<file path="config.mk">
export PLATFORM = sky130hd
export DESIGN_NAME = arh_divider
export DESIGN_NICKNAME = d
export VERILOG_FILES = /design/src/arh_pkg.sv /design/src/arh_divider.sv
export SDC_FILE = /design/constraint.sdc
export NUM_CORES = 1
export LEC_CHECK = 0
export ABC_AREA = 1
export BUFFER_PORTS_ARGS = -buffer_cell sky130_fd_sc_hd__buf_2
export CORE_MARGIN = 3
export CORE_UTILIZATION = 55
export DETAILED_ROUTE_END_ITERATION = 10
export PLACE_DENSITY = 0.76
export SLEW_MARGIN = 20
export SYNTH_ARGS = -nofsm -noshare
export SYNTH_HDL_FRONTEND = slang
export SYNTH_SLANG_ARGS = --single-unit
export TNS_END_PERCENT = 1
</file>
<file path="constraint.sdc">
create_clock -name i_clk -period 4.5 [get_ports i_clk]
set_clock_uncertainty 0.15 [all_clocks]
set_input_delay 0.9 -clock i_clk [delete_from_list [all_inputs] [get_ports i_clk]]
set_output_delay 0.9 -clock i_clk [all_outputs]
set_load 0.03 [all_outputs]
</file>
<file path="src/arh_pkg.sv">
// ----------------------------------------------------------------------------
// arh_pkg
// Shared widths, constants and handshake structs of the auto-range histogram.
// ----------------------------------------------------------------------------
package arh_pkg;

    localparam int SAMPLE_W = 16;
    localparam int CFG_W    = 7;
    localparam int CNT_W    = 11;
    localparam int IDX_W    = 6;
    localparam int NUM_W    = 23;   // (x - min) * bins, up to 65535 * 64
    localparam int QUO_W    = 7;    // quotient never exceeds 64
    localparam int STEP_W   = 3;

    localparam logic [CNT_W-1:0]    COUNT_MAX  = 11'd2047;
    localparam logic [CFG_W-1:0]    BINS_MIN   = 7'd2;
    localparam logic [CFG_W-1:0]    BINS_RESET = 7'd16;
    localparam logic [SAMPLE_W-1:0] MIN_RESET  = 16'h7FFF;
    localparam logic [SAMPLE_W-1:0] MAX_RESET  = 16'h8000;

    typedef struct packed {
        logic                start;
        logic [NUM_W-1:0]    num;
        logic [SAMPLE_W-1:0] den;
    } t_div_req;

    typedef struct packed {
        logic             done;
        logic [QUO_W-1:0] quot;
    } t_div_rsp;

endpackage

</file>
<file path="src/arh_divider.sv">
// ----------------------------------------------------------------------------
// arh_divider
// Restoring divider, one quotient bit per cycle, quotient below 128.
// ----------------------------------------------------------------------------
module arh_divider (
    input  logic            i_clk,
    input  logic            i_rst_n,
    input  arh_pkg::t_div_req i_req,
    output arh_pkg::t_div_rsp o_rsp
);
    import arh_pkg::*;

    logic [NUM_W-1:0]  r_rem;
    logic [SAMPLE_W-1:0] r_den;
    logic [STEP_W-1:0] r_k;
    logic [QUO_W-1:0]  r_q;
    logic              r_busy;
    logic              r_done;
    logic [NUM_W-1:0]  shifted;
    logic              fits;

    assign shifted = NUM_W'(r_den) << r_k;
    assign fits    = (r_rem >= shifted);

    always_ff @(posedge i_clk) begin
        if (!i_rst_n) begin
            r_busy <= 1'b0;
            r_done <= 1'b0;
        end else begin
            r_done <= r_busy && (r_k == '0);
            if (i_req.start) begin
                r_busy <= 1'b1;
            end else if (r_busy && (r_k == '0)) begin
                r_busy <= 1'b0;
            end
        end
    end

    always_ff @(posedge i_clk) begin
        if (i_req.start) begin
            r_rem <= i_req.num;
            r_den <= i_req.den;
            r_k   <= STEP_W'(QUO_W - 1);
            r_q   <= '0;
        end else if (r_busy) begin
            if (fits) begin
                r_rem    <= r_rem - shifted;
                r_q[r_k] <= 1'b1;
            end
            r_k <= r_k - STEP_W'(1);
        end
    end

    assign o_rsp.done = r_done;
    assign o_rsp.quot = r_q;

endmodule

</file>
Yosys cells after proc, flatten, opt, wreduce, memory -nomap -nowiden
Cells that the tools add are included.
{"block": "op_classes", "shifts": 1, "addsub": 2, "mux": 7, "n_bitwise": 1, "order_cmp": 3, "reduce_logical": 8}
{"op": "$mux W23", "count": 3}
{"op": "$ge A23 B23 Y1", "count": 1}
{"op": "$shl A16 B3 Y23", "count": 1}
{"op": "$sub A23 B23 Y23", "count": 1}
{"op": "$or A7 B7 Y7", "count": 1}
{"op": "$reduce_bool A2 Y1", "count": 3}
{"op": "$lt A3 B4 Y1 const B", "count": 1}
{"op": "$reduce_and A2 Y1", "count": 2}
{"op": "$demux W1 S3", "count": 1}
{"op": "$ge A3 B1 Y1 const B", "count": 1}
{"op": "$logic_not A3 Y1", "count": 1}
{"op": "$mux W1", "count": 3}
{"op": "$sub A3 B1 Y3 const B", "count": 1}
{"op": "$logic_and A1 B1 Y1", "count": 2}
{"block": "word_totals", "inputBits": 42, "reg_bits": 51, "elab_cells": 28, "out_inout_bits": 8}

Depth between registers and ports, before layout
Gate-level depths: netlist (run 1).
{"block": "logic_depth", "depth_word": 5, "ltp_mapped": 21, "mapped_depth_nobuf": 20}

Worst setup path after synthesis (run 1)
No wires, ideal clock.
{"block": "synth_path", "path_type": "register to register", "start": "register r_k[0]", "end": "register r_rem[0] (enable)", "stages_incl_launch_ff": 17, "n_path_buf": 2, "slack_ns": 1.338, "synth_period_minus_slack_ns": 3.162, "t_arrival_ns": 2.632, "setup_time_ns": 0.380, "required_time_ns": 3.970, "cell_sequence": "dfxtp_1 buf_2 inv_2 buf_2 nand2_1 nand3_1 o21ai_0 or2_1 ha_1 nand2_1 nor2_1 nand3_1 nand2_1 nand2_1 nand4_4 nand2_1 nand2_1"}
{"block": "synth_via", "elab_chain_cells": 4}
{"element": "start: declaration", "line": "arh_divider.sv:15", "text": "logic [STEP_W-1:0] r_k;"}
{"element": "start signal: assignment", "line": "arh_divider.sv:43", "text": "r_k <= STEP_W'(QUO_W - 1);"}
{"element": "start signal: assignment", "line": "arh_divider.sv:50", "text": "r_k <= r_k - STEP_W'(1);"}
{"element": "$shl A16 B3 Y23", "line": "arh_divider.sv:22", "text": "assign shifted = NUM_W'(r_den) << r_k;"}
{"element": "$ge A23 B23 Y1", "line": "arh_divider.sv:23", "text": "assign fits = (r_rem >= shifted);"}
{"element": "$reduce_bool A2 Y1 (no line)"}
{"element": "$reduce_and A2 Y1 (no line)"}
{"element": "end signal: assignment", "line": "arh_divider.sv:41", "text": "r_rem <= i_req.num;"}
{"element": "end signal: assignment", "line": "arh_divider.sv:47", "text": "r_rem <= r_rem - shifted;"}
{"element": "end: declaration", "line": "arh_divider.sv:13", "text": "logic [NUM_W-1:0] r_rem;"}
No other way between the ends.
A chain may end at the register's enable or synchronous reset.

Worst setup path in the final report (run 1)
{"block": "layout_path", "start": "register r_k[1]", "end": "register r_rem[0] (enable)"}
The elaborated chain is that of the path after synthesis.

==> metrics, run 1 <==
outcome=completed; Die Span Y=91.2 microns; areal power density over the cells=460 nW/um^2; final-report hold violation count=0; total number of nets in the final design=689; maximum number of pins on one net before global-route repair=53; type of element launching the critical path=flip-flop; highest net fanout along the worst path=23; DP Wirelength=8010 microns; die area=8320 sq um; cell count after synthesis=578; initial antenna violation count=0; Design Power=2040 uW; Resize count post-CTS=0; wire length per cell after detailed routing=14.0 microns; DRC errors left=0; number of clock buffers inserted by TritonCTS=5; switching share of total power=0.442; data arrival time of the worst path=3.59 ns; Placeable Area=6910 sq um; mean instance size in the synthesized netlist=6.91 sq um; design area=4440 sq um; Cell Int Power=1140 uW; area occupied by multi-input gates=2240 sq um; grt total ovfl=0; RSZ-0062 raised after global routing=no; worst endpoint required time=4.34 ns; fmax=0.266 GHz; vias after detailed routing=3,790; # rows=30; Sequential Power Share=0.318; kind of end point of the critical path=flip-flop; area of the mapped netlist=3990 sq um; post-detailed-placement cell area=4320 sq um; clock latency at the later pin of the worst-skew pair=0.32 ns; total wire length after detailed routing=10,100 microns; drt pass-1 iters=5; initial DRC count=270; post-synthesis sequential element count=51; final standard cell count with taps included and fillers excluded=718; effective utilization at floorplan=0.578; post-CTS setup buffer count=0; depth of the CTS H-tree=2; routability congestion estimate=0.932; critical path start-end classification=reg2reg; layout cell share with drive strength beyond 1=0.130; Post-Route Setup TNS=0 ns; net count after synthesis=646; Max-cap violations=0; post-synthesis to final-layout area growth=11.1%; slew at the pin closest to its max-slew limit=0.832 ns; wire length of the first global-routing pass=16,800 microns; global-route usage over all layers=0.250; Final period util=0.834; hold crit path type=reg2reg; Vias/cell=5.28; logic gate share of total power=0.521; most used cells in the layout excluding fill and tap cells=sky130_fd_sc_hd__nand2_1 (207), sky130_fd_sc_hd__inv_1 (67), sky130_fd_sc_hd__buf_2 (49); clock slew at the register clock pins of the worst setup and hold paths=0.10 ns; Clk network pwr share=0.161; number of buffers added on ports=49; CTS tree=done; Reg area=1410 sq um; antenna viol nets, final=0; setup violation total in the final timing report=0; Slew Limit Headroom=0.444; Fillers=683; worst-case clock buffer depth=2; vias in the first global route=3,530; count of boundary I/O pins=50; pins over their slew limit=0; number of antenna diodes=0; most common cell after layout, fill and taps aside=sky130_fd_sc_hd__nand2_1; floorplan die width=91.2 microns; number of cells after detailed placement=710; clock sinks=51; switching pwr=902 uW; sequential-to-total area share from yosys stat=0.353; Leak=0.00215 uW; post-synth cell types=38; CTS Root Buffer Type=sky130_fd_sc_hd__clkbuf_8; total of warnings raised by yosys=0; Tmin final=3.75 ns; Worst IR Drop VDD=0.000252 V; number of buffers inserted for hold repair after clock tree synthesis=0
## layer usage
metal / global-route usage / part of all wire / wire length, microns / vias up
met5: 0 / 0 / 0 / -
met3: 0.0365 / 0.051 / 510 / 17
li1: - / - / - / 1983
met1: 0.344 / 0.48 / 4840 / 1661
met2: 0.410 / 0.45 / 4550 / 129
met4: 0.0691 / 0.018 / 177 / 0
## area by class of cell
class / instances / area share
Clock buffer: 7 / 0.0243
Clock inverter: 1 / 0.00197
Inverter: 70 / 0.0592
Multi-Input combinational cell: 439 / 0.506
Sequential cell: 51 / 0.318
Tap cell: 96 / 0.0271
Timing Repair Buffer: 54 / 0.0638
## sequential cells by signal, indices dropped and copies added, names as in the netlist
signal,count
r_done,1
r_q,7
r_k,3
r_den,16
r_rem,23
r_busy,1
## worst max-delay path: stages, from the launching register on
cell	delay (ns)
sky130_fd_sc_hd__dfxtp_1	0.64
sky130_fd_sc_hd__inv_1	0.41
sky130_fd_sc_hd__nor2_1	0.30
sky130_fd_sc_hd__nand2_1	0.12
sky130_fd_sc_hd__o22ai_1	0.17
sky130_fd_sc_hd__inv_1	0.07
sky130_fd_sc_hd__ha_1	0.35
sky130_fd_sc_hd__nand2_1	0.11
sky130_fd_sc_hd__nor2_1	0.19
sky130_fd_sc_hd__nand2_1	0.10
sky130_fd_sc_hd__nor2_1	0.11
sky130_fd_sc_hd__nand2_1	0.10
sky130_fd_sc_hd__nand4_4	0.16
sky130_fd_sc_hd__nand2_1	0.07
sky130_fd_sc_hd__nand2_1	0.06
sky130_fd_sc_hd__buf_4	0.33
## cell families (layout without fill, tap and decap cells)
family / after synthesis / after routing / share of synthesized area
buf+inv: 88 / 132 / 0.0849
fa+ha+maj: 26 / 26 / 0.0834
compound gates: 94 / 94 / 0.122
xor+xnor: 3 / 3 / 0.00658
simple gates: 313 / 313 / 0.342
flops: 51 / 51 / 0.353
mux: 3 / 3 / 0.00752
## cell usage after synthesis (all sizes together)
master	n	area, sq um
a21o	1	7.51
a21oi	39	195
a31oi	2	12.5
and3	1	6.26
buf	6	31.3
clkbuf	12	45.0
clkinv	1	3.75
dfxtp	12	240
edfxtp	39	1170
fa	1	20.0
ha	25	313
inv	69	259
mux2i	3	30.0
nand2	212	808
nand3	40	210
nand3b	4	30.0
nand4	8	65.1
nor2	34	150
nor3	3	26.3
nor4	1	6.26
o21a	1	7.51
o21ai	48	244
o21bai	2	15.0
o22ai	1	6.26
or2	10	62.6
xnor2	3	26.3
## path summary, 6_finish.rpt
path	startpoint	end	slack, ns	cells after the start
worst max register to register	r_k[1]	r_rem[0]	0.75	15
worst min register to register	r_q[2]	r_q[2]	0.30	2
worst min-delay path	r_q[2]	r_q[2]	0.30	2
worst max-delay path	r_k[1]	r_rem[0]	0.75	15
## metrics by stage
| step | setup slack [ns] | utilization | hold WS (ns) |
|---|---|---|---|
| after floorplan | 1.34 | - | 0.425 |
| after global placement | 0.905 | 0.625 | 0.283 |
| after detailed placement | 0.812 | 0.625 | 0.289 |
| after CTS | 0.794 | 0.642 | 0.305 |
| after global routing | 0.402 | 0.642 | 0.325 |
| final | 0.746 | 0.642 | 0.303 |
## power groups by stage
stage / registers, uW / clock network [uW] / logic [uW]
after floorplan: 641 / 0 / 809
after global placement: 656 / 0 / 1040
after detailed placement: 658 / 0 / 1040
after CTS: 647 / 335 / 1050
after global routing: 654 / 356 / 1220
final: 648 / 329 / 1060
Power figures use the tool's default switching activity.
==> inputs of run 2 (changes only) <==
- CORE_UTILIZATION: 55 -> 53
- PLACE_DENSITY: 0.76 -> 0.77
- clock period: 4.5 -> 3.1 ns (I/O delays scaled with it)
==> run 2 against run 1 <==
Against the previous run:
- clock power grew 24%
- largest power group unchanged
- sequential cell count did not move
- clock-buffer cell count shrank 1
- combinational power rose by 71%
- wire length grew 5.7%
- power grew 55%
- register-to-register slack got worse by 0.60 ns
- fmax is 27% higher
- sequential power rose by 46%
==> metrics, run 2 (synthesized netlist as in run 1, its figures left out) <==
number of antenna diodes=0; Fillers=669; kind of end point of the critical path=flip-flop; post-synthesis to final-layout area growth=21.0%; final design utilization=0.662; drt pass-1 iters=6; max reg flops=23; clock slew at the register clock pins of the worst setup and hold paths=0.09 ns; CTS Root Buffer Type=sky130_fd_sc_hd__clkbuf_8; total wire length after detailed routing=10,700 microns; final standard cell count with taps included and fillers excluded=745; most flop-heavy register=r_rem; routability congestion estimate=0.980; number of buffers added on ports=49; setup violation total in the final timing report=0; DRC errors left=0; type of element launching the critical path=flip-flop; total number of nets in the final design=713; CTS tree=done; layout cell share with drive strength beyond 1=0.206; initial DRC count=266; vias after detailed routing=3,987; RSZ-0062 raised after global routing=yes; outcome=completed; worst-case hold slack=0.301 ns; vias in the first global route=3,690; slew at the pin closest to its max-slew limit=0.646 ns; clock sinks=51; hold crit path type=reg2reg; data arrival time of the worst path=2.85 ns; Placeable Area=7290 sq um; Vias/cell=5.35; worst-case clock buffer depth=2; final-report hold violation count=0; global-route usage over all layers=0.248; antenna viol nets, final=0; Max-cap violations=0; Worst IR Drop VDD=0.000289 V; Slew Limit Headroom=0.569; wire length of the first global-routing pass=16,800 microns; Design Power=3170 uW; pins over their slew limit=0; FF-to-FF path depth=19; count of boundary I/O pins=50; highest net fanout along the worst path=14; worst hold path cell count=2; Die Span Y=92.8 microns; number of clock buffers inserted by TritonCTS=5; critical path start-end classification=reg2reg; DP Wirelength=8210 microns; # rows=31; maximum number of pins on one net before global-route repair=53; largest registers=r_rem: 23 flops, r_den: 16 flops, r_q: 7 flops; initial antenna violation count=0; areal power density over the cells=656 nW/um^2; number of cells after detailed placement=727; grt total ovfl=0; number of buffers inserted for hold repair after clock tree synthesis=0; Tmin final=2.96 ns; fmax=0.338 GHz; wire length per cell after detailed routing=14.3 microns; Leak=0.00230 uW; Final period util=0.954; most common cell after layout, fill and taps aside=sky130_fd_sc_hd__nand2_1; most used cells in the layout excluding fill and tap cells=sky130_fd_sc_hd__nand2_1 (199), sky130_fd_sc_hd__inv_1 (67), sky130_fd_sc_hd__buf_2 (49); die area=8610 sq um; clock latency at the later pin of the worst-skew pair=0.32 ns; floorplan die width=92.8 microns; worst endpoint required time=2.99 ns; effective utilization at floorplan=0.548; depth of the CTS H-tree=2
run 2: repair_timing:
item | CTS | global route
pin swaps | 0 | 9
resized for setup | 1 | 49
setup endpoints to repair | 13 | 42
buffers inserted | 0 | 6
gates cloned | 0 | 4
run 2: metrics by stage:
| step | setup slack, ns | instance area [sq um] | setup TNS, ns |
|---|---|---|---|
| 2_1_floorplan | 0.150 | 4000 | 0 |
| 3_3_place_gp | 0.0462 | 4470 | 0 |
| 3_5_place_dp | 0.0105 | 4470 | 0 |
| 4_1_cts | 0.00811 | 4560 | 0 |
| 5_1_grt | -0.0305 | 4830 | -0.331 |
| 6_report | 0.142 | 4830 | 0 |
run 2: worst paths after layout:
check | start | endpoint | slack, ns
max | r_k[0] | r_rem[9] | 0.14
min | r_q[2] | r_q[2] | 0.30
max reg2reg | r_k[0] | r_rem[9] | 0.14
min reg2reg | r_q[2] | r_q[2] | 0.30
run 2: report_power, final:
group	leakage, uW	switching [uW]	total, uW	internal (uW)
Sequential	0.000486	65.8	947	882
Clock	0.0000454	246	409	163
Combinational	0.00177	1100	1810	713
Total	0.00230	1410	3170	1760
run 2: critical path, stage by stage, from the launching register on:
cell and delay [ns]:
sky130_fd_sc_hd__dfxtp_4 0.38, sky130_fd_sc_hd__buf_12 0.15, sky130_fd_sc_hd__inv_8 0.08, sky130_fd_sc_hd__nand2_1 0.05, sky130_fd_sc_hd__nand2_1 0.05, sky130_fd_sc_hd__inv_1 0.05, sky130_fd_sc_hd__nand2_1 0.05, sky130_fd_sc_hd__o21ai_1 0.05
sky130_fd_sc_hd__inv_1 0.09, sky130_fd_sc_hd__o21ai_1 0.08, sky130_fd_sc_hd__ha_1 0.41, sky130_fd_sc_hd__nand2_1 0.15, sky130_fd_sc_hd__nor2_2 0.18, sky130_fd_sc_hd__nand2_2 0.07, sky130_fd_sc_hd__nor2_2 0.13, sky130_fd_sc_hd__nand2_2 0.07
sky130_fd_sc_hd__nand4_4 0.10, sky130_fd_sc_hd__nand2_2 0.06, sky130_fd_sc_hd__nand2_4 0.14, sky130_fd_sc_hd__clkbuf_16 0.18
run 2: cell type report:
type / count / area (sq um) / area share
Multi-Input combinational cell: 439 / 2370 / 0.491
Timing Repair Buffer: 78 / 557 / 0.115
Inverter: 70 / 270 / 0.0560
Clock buffer: 6 / 72.6 / 0.0150
Clock inverter: 2 / 17.5 / 0.00363
Tap cell: 99 / 124 / 0.0256
Sequential cell: 51 / 1420 / 0.294
run 2: per-layer routing:
metal  track usage  part of all wire  vias up
li1              -                 -     2028
met1         0.320              0.44     1798
met2         0.420              0.47      139
met3        0.0374             0.064       22
met4        0.0916             0.021        0
met5             0                 0        -
